[config.mk]
export PLATFORM = sky130hd
export DESIGN_NAME = cciso_ctrl
export DESIGN_NICKNAME = d
export VERILOG_FILES = /design/src/hw/rtl/cciso_pkg.sv /design/src/hw/rtl/cciso_ctrl.sv
export VERILOG_INCLUDE_DIRS = /design/src /design/src/hw/rtl
export SDC_FILE = /design/constraint.sdc
export NUM_CORES = 1
export LEC_CHECK = 0
export ABC_AREA = 1
export CAP_MARGIN = 10
export CORE_MARGIN = 2
export CORE_UTILIZATION = 30
export CTS_BUF_LIST = sky130_fd_sc_hd__clkbuf_4 sky130_fd_sc_hd__clkbuf_8
export CTS_CLUSTER_SIZE = 14
export DETAILED_ROUTE_END_ITERATION = 7
export DONT_BUFFER_PORTS = 1
export PLACE_DENSITY_LB_ADDON = 0.15
export SYNTH_ARGS = -nofsm -noshare
export SYNTH_HDL_FRONTEND = slang
export SYNTH_SLANG_ARGS = --single-unit
[constraint.sdc]
create_clock -name clk -period 3.87 [get_ports clk]
set_input_delay 0.774 -clock clk [delete_from_list [all_inputs] [get_ports clk]]
set_output_delay 0.774 -clock clk [all_outputs]
set_load 0.05 [all_outputs]
[src/hw/rtl/calo_cone_isolation_sum_assert.svh]
// assertion macros shared by the cone isolation rtl
`ifndef CALO_CONE_ISOLATION_SUM_ASSERT_SVH
`define CALO_CONE_ISOLATION_SUM_ASSERT_SVH

// same-cycle implication, checked on every rising edge outside reset
`define CCISO_ASSERT_NOW(label, ante, cons, msg) \
  label: assert property (@(posedge clk) disable iff (rst) (ante) |-> (cons)) \
    else $error(msg);

// next-cycle implication
`define CCISO_ASSERT_NEXT(label, ante, cons, msg) \
  label: assert property (@(posedge clk) disable iff (rst) (ante) |=> (cons)) \
    else $error(msg);

`endif

[src/hw/rtl/cciso_pkg.sv]
// shared types, widths and codes of the cone isolation block
package cciso_pkg;

  localparam int ETA_W   = 11;
  localparam int PHI_W   = 10;
  localparam int E_W     = 16;
  localparam int SUM_W   = 24;
  localparam int DR_W    = 23;
  localparam int DETA_W  = 11;
  localparam int MODE_W  = 2;
  localparam int DEP_W   = ETA_W + PHI_W + E_W;

  localparam int IN_TDATA_W  = 40;
  localparam int OUT_TDATA_W = 48;

  localparam int CFG_ADDR_W = 2;
  localparam int CFG_DATA_W = 23;

  localparam logic [DR_W-1:0]   MAX_DR_SQ_RST = 23'd4225;
  localparam logic [DR_W-1:0]   MIN_DR_SQ_RST = 23'd0;
  localparam logic [DETA_W-1:0] MIN_DETA_RST  = 11'd0;

  typedef enum logic [CFG_ADDR_W-1:0] {
    CFG_MAX_DR_SQ = 2'd0,
    CFG_MIN_DR_SQ = 2'd1,
    CFG_MIN_DETA  = 2'd2
  } cfg_idx_t;

  typedef enum logic [MODE_W-1:0] {
    MODE_CLEAR = 2'd0,
    MODE_LOAD  = 2'd1,
    MODE_QUERY = 2'd2
  } mode_t;

  // controller to datapath
  typedef struct packed {
    logic wr_en;
    logic latch_cand;
    logic clear_acc;
    logic rd_en;
    logic load_out;
  } cmd_t;

  // datapath to controller
  typedef struct packed {
    logic pipe_busy;
    logic out_valid;
  } status_t;

endpackage

[src/hw/rtl/cciso_ctrl.sv]
// controller: deposit count, table walk sequencing and result hand-off
`include "calo_cone_isolation_sum_assert.svh"

module cciso_ctrl #(
  parameter int TABLE_DEPTH = 256
) (
  input  logic                       clk,
  input  logic                       rst,
  input  logic                       in_valid,
  output logic                       in_ready,
  input  cciso_pkg::mode_t           mode,
  input  logic                       out_ready,
  input  cciso_pkg::status_t         status,
  output cciso_pkg::cmd_t            cmd,
  output logic [$clog2(TABLE_DEPTH)-1:0] wr_addr,
  output logic [$clog2(TABLE_DEPTH)-1:0] rd_addr
);
  import cciso_pkg::*;

  localparam int AW    = $clog2(TABLE_DEPTH);
  localparam int CNT_W = $clog2(TABLE_DEPTH + 1);

  typedef enum logic [1:0] {
    S_IDLE,
    S_WALK,
    S_DRAIN,
    S_DONE
  } state_t;

  state_t           state;
  logic [CNT_W-1:0] count;
  logic [AW-1:0]    rd_idx;
  logic             accept;
  logic             full;
  logic             last_rd;

  assign in_ready = (state == S_IDLE);
  assign accept   = in_valid && in_ready;
  assign full     = (count == CNT_W'(TABLE_DEPTH));
  assign last_rd  = ((CNT_W'(rd_idx) + CNT_W'(1)) == count);
  assign wr_addr  = count[AW-1:0];
  assign rd_addr  = rd_idx;

  always_comb begin
    cmd            = '0;
    cmd.wr_en      = accept && (mode == MODE_LOAD) && !full;
    cmd.latch_cand = accept && (mode == MODE_QUERY);
    cmd.clear_acc  = accept && (mode == MODE_QUERY);
    cmd.rd_en      = (state == S_WALK);
    cmd.load_out   = (state == S_DONE) && (!status.out_valid || out_ready);
  end

  always_ff @(posedge clk) begin
    if (rst) begin
      state  <= S_IDLE;
      count  <= '0;
      rd_idx <= '0;
    end else begin
      case (state)
        S_IDLE: begin
          if (accept) begin
            case (mode)
              MODE_CLEAR: count <= '0;
              MODE_LOAD: begin
                if (!full) count <= count + CNT_W'(1);
              end
              MODE_QUERY: begin
                rd_idx <= '0;
                state  <= (count == '0) ? S_DRAIN : S_WALK;
              end
              default: ;
            endcase
          end
        end
        S_WALK: begin
          rd_idx <= rd_idx + AW'(1);
          if (last_rd) state <= S_DRAIN;
        end
        S_DRAIN: begin
          if (!status.pipe_busy) state <= S_DONE;
        end
        S_DONE: begin
          if (cmd.load_out) state <= S_IDLE;
        end
        default: state <= S_IDLE;
      endcase
    end
  end

  `CCISO_ASSERT_NOW(a_wr_below_depth, cmd.wr_en, count < CNT_W'(TABLE_DEPTH), "load past table end")
  `CCISO_ASSERT_NOW(a_out_after_drain, cmd.load_out, !status.pipe_busy, "result taken before pipeline drained")
  `CCISO_ASSERT_NEXT(a_walk_keeps_count, state == S_WALK, $stable(count), "count moved during walk")

endmodule

==> summary.txt <==
Outcome: finished, final reports clean
Vias in the first global route: 1,251
Worst hold path startpoint: count[8]$_SDFFE_PP0P_
CTS H-tree lvls: 1
Clock sink count: 19
Final setup violation count: 0
Initial antenna violation count: 0
XOR/XNOR share of the synthesized area: 0.0123
Hold Buf Count CTS: 0
Final period util: 0.736
Setup TNS: 0 ns
Clock-pin slew on the worst setup and hold paths: 0.08 ns
Most Crowded Layer GR: met2
Via Count: 1,322
CP arrival: 2.08 ns
Clk root buf: clkbuf_8
Number of post-CTS setup repair buffers: 0
Number of detailed-route iterations in the first pass: 4
Die width: 73.0 um
Clock Path Buffers: 2
GRT met3 Usage: 0.0331
Drt drc: 0
Final Hold Viols: 0
Worst hold path class: register to register
Final min period: 2.85 ns
Met2 Track Usage GR: 0.229
CTS Buf Count: 3
Synth Warn #: 0
Peak supply drop: 0.000215 V
Post-cts gate resize count: 0
Post-route ant nets: 0
Initial Util: 0.306
Pin count of the biggest net entering global routing: 12
Die Y: 73.0 um
Die area: 0.00533 mm^2
Largest family of logic cells by synthesized area: simple AND/OR/NAND/NOR gates
Mux cell area share after synthesis: 0
Int Pwr: 0.369 mW
Area post-placement: 0.00142 mm^2
R2r startpoint: rd_addr[0]$_SDFFE_PP0P_
CP required: 3.10 ns
Kind of critical path: register to primary output
Adder-cell share of the synthesized area: 0.0613
Tightest Pin Transition: 0.885 ns
Switch Pwr: 0.300 mW
Sequential cell area fraction in the yosys report: 0.266
Finished Cell Area: 0.00147 mm^2
CP startpoint kind: register
Sw Share: 0.448
Vias per inst: 4.90
GPL Wtd Cong: 0.843
Critical path capture point type: primary output
Share of layout cells above drive strength 1: 0.144
Most common cell after layout, fill and taps aside: nand2_1
Slew margin rel.: 0.408
Power density over the cells: 455 mW/mm^2
Slew Viols, Final: 0
Clock Latency Late Sink: 0.26 ns
Simple-Gate Fraction of Synth Area: 0.394
Met1 GRT Util: 0.184
FILL cells: 511
DRT Wirelength: 3480 um
Row cnt: 25
Synthesized flop and latch total: 19
Tot Pwr: 0.669 mW
Synth cell types: 31
LEAKAGE: 0.551 nW
I/O pin cnt: 30
Clock Skew: 0.00267 ns
Syn_area_per_cell: 6.43 um^2
Post-DP HPWL: 2780 um
CTS tree: built
Worst-path fanout max: 7
Antenna diodes: 0
Remaining Overflow, GRT: 0
Post-synthesis compound-gate area fraction: 0.122
RSZ-0062 raised after global routing: false
First-pass GRT wire length: 5990 um
Synth-to-Final Area Change: 3.07%
Commonest cells after routing, fill and taps aside: nand2_1, inv_1, nand3_1, nor2_1, dfxtp_1
Fin nets: 232
Max cap viols: 0
GRT Total Usage: 0.143
Hold WS: 0.521 ns
Post-Syn Instances: 222
Average wire per standard cell: 12.9 um
Clock share of power: 0.225
Fmax: 0.351 GHz
Sequential cell fraction of total power: 0.368
CP Launch Point: state[0]$_SDFFE_PP0P_
PortBufs: 0
Synth Cell Area: 0.00143 mm^2
Core box area: 0.00466 mm^2
Post-Syn Nets: 237
Iteration-0 DRC Markers: 42
Combinational power share: 0.407
-- critical path, stage by stage (launching register included) --
cell and delay, ns:
dfxtp_1 0.34, inv_1 0.08, ha_1 0.60, nand2_1 0.22, nor2_1 0.17, nand2_1 0.11
nor2_1 0.09, buf_4 0.20
-- per-stage QoR --
stage               setup WS, ns  cells  utilization
finish                      1.02    270        0.316
CTS                         1.02    270        0.316
detailed placement          1.30    266        0.305
global placement            1.34    266        0.305
floorplan                  0.928    222            -
global route               0.838    270        0.316
-- flip-flops by register name, summed over array words and instances, names as in the netlist --
signal	flops
rd_addr	8
state	2
count	9
-- power groups by stage --
stage / Combinational [mW] / Sequential (mW) / Clock, mW
floorplan: 0.251 / 0.232 / 0
global placement: 0.278 / 0.250 / 0
detailed placement: 0.273 / 0.252 / 0
CTS: 0.274 / 0.246 / 0.156
global route: 0.305 / 0.250 / 0.164
finish: 0.272 / 0.246 / 0.151
-- Yosys cell counts --
library cell | n | area [um^2]
nand2_1 | 55 | 206
inv_1 | 22 | 82.6
nor2_1 | 20 | 75.1
dfxtp_1 | 19 | 380
nand3_1 | 19 | 95.1
a21oi_1 | 14 | 70.1
buf_4 | 10 | 75.1
inv_2 | 9 | 33.8
nand4_1 | 8 | 50.1
ha_1 | 7 | 87.6
nor2_2 | 6 | 37.5
nand2_2 | 4 | 25.0
nand3_2 | 4 | 40.0
o21ai_1 | 4 | 20.0
o21ai_0 | 3 | 15.0
nor3_1 | 2 | 10.0
xor2_1 | 2 | 17.5
a211oi_1 | 1 | 7.51
a221oi_1 | 1 | 8.76
a22oi_1 | 1 | 7.51
a2bb2oi_1 | 1 | 8.76
a31oi_1 | 1 | 6.26
a32oi_1 | 1 | 8.76
and2_1 | 1 | 6.26
buf_6 | 1 | 11.3
clkbuf_1 | 1 | 3.75
nor3_2 | 1 | 10.0
o21a_1 | 1 | 7.51
o21bai_1 | 1 | 7.51
o22ai_1 | 1 | 6.26
or2_1 | 1 | 6.26
-- layer usage --
metal	share of wire	up-vias
met1	0.49	583
met3	0.037	5
li1	-	707
met5	0	-
met2	0.46	27
met4	0.017	0
-- logic make-up (layout without fill, tap and decap cells) --
| group | count (synthesis) | after routing |
|---|---|---|
| adders and majority gates | 7 | 7 |
| DFF | 19 | 19 |
| and+or+nand+nor | 121 | 121 |
| xor gates and xnor gates | 2 | 2 |
| AOI/OAI and AO/OA | 30 | 30 |
| buffers and inverters | 43 | 37 |
-- final timing paths --
| check | depth (start not counted) | endpoint | slack (ns) |
|---|---|---|---|
| max | 7 | cmd[4] | 1.02 |
| min | 2 | count[8]$_SDFFE_PP0P_ | 0.52 |
| min reg2reg | 2 | count[8]$_SDFFE_PP0P_ | 0.52 |
| max reg2reg | 12 | state[1]$_SDFFE_PP0P_ | 1.53 |
-- layout make-up --
type | count | area [um^2] | share of cell area
Multi-Input combinational cell | 160 | 843 | 0.573
Timing Repair Buffer | 2 | 15.0 | 0.0102
Inverter | 31 | 116 | 0.0791
Clock buffer | 4 | 48.8 | 0.0332
Tap cell | 54 | 67.6 | 0.0459
Sequential cell | 19 | 380 | 0.259
(Power assumes the default switching activity.)
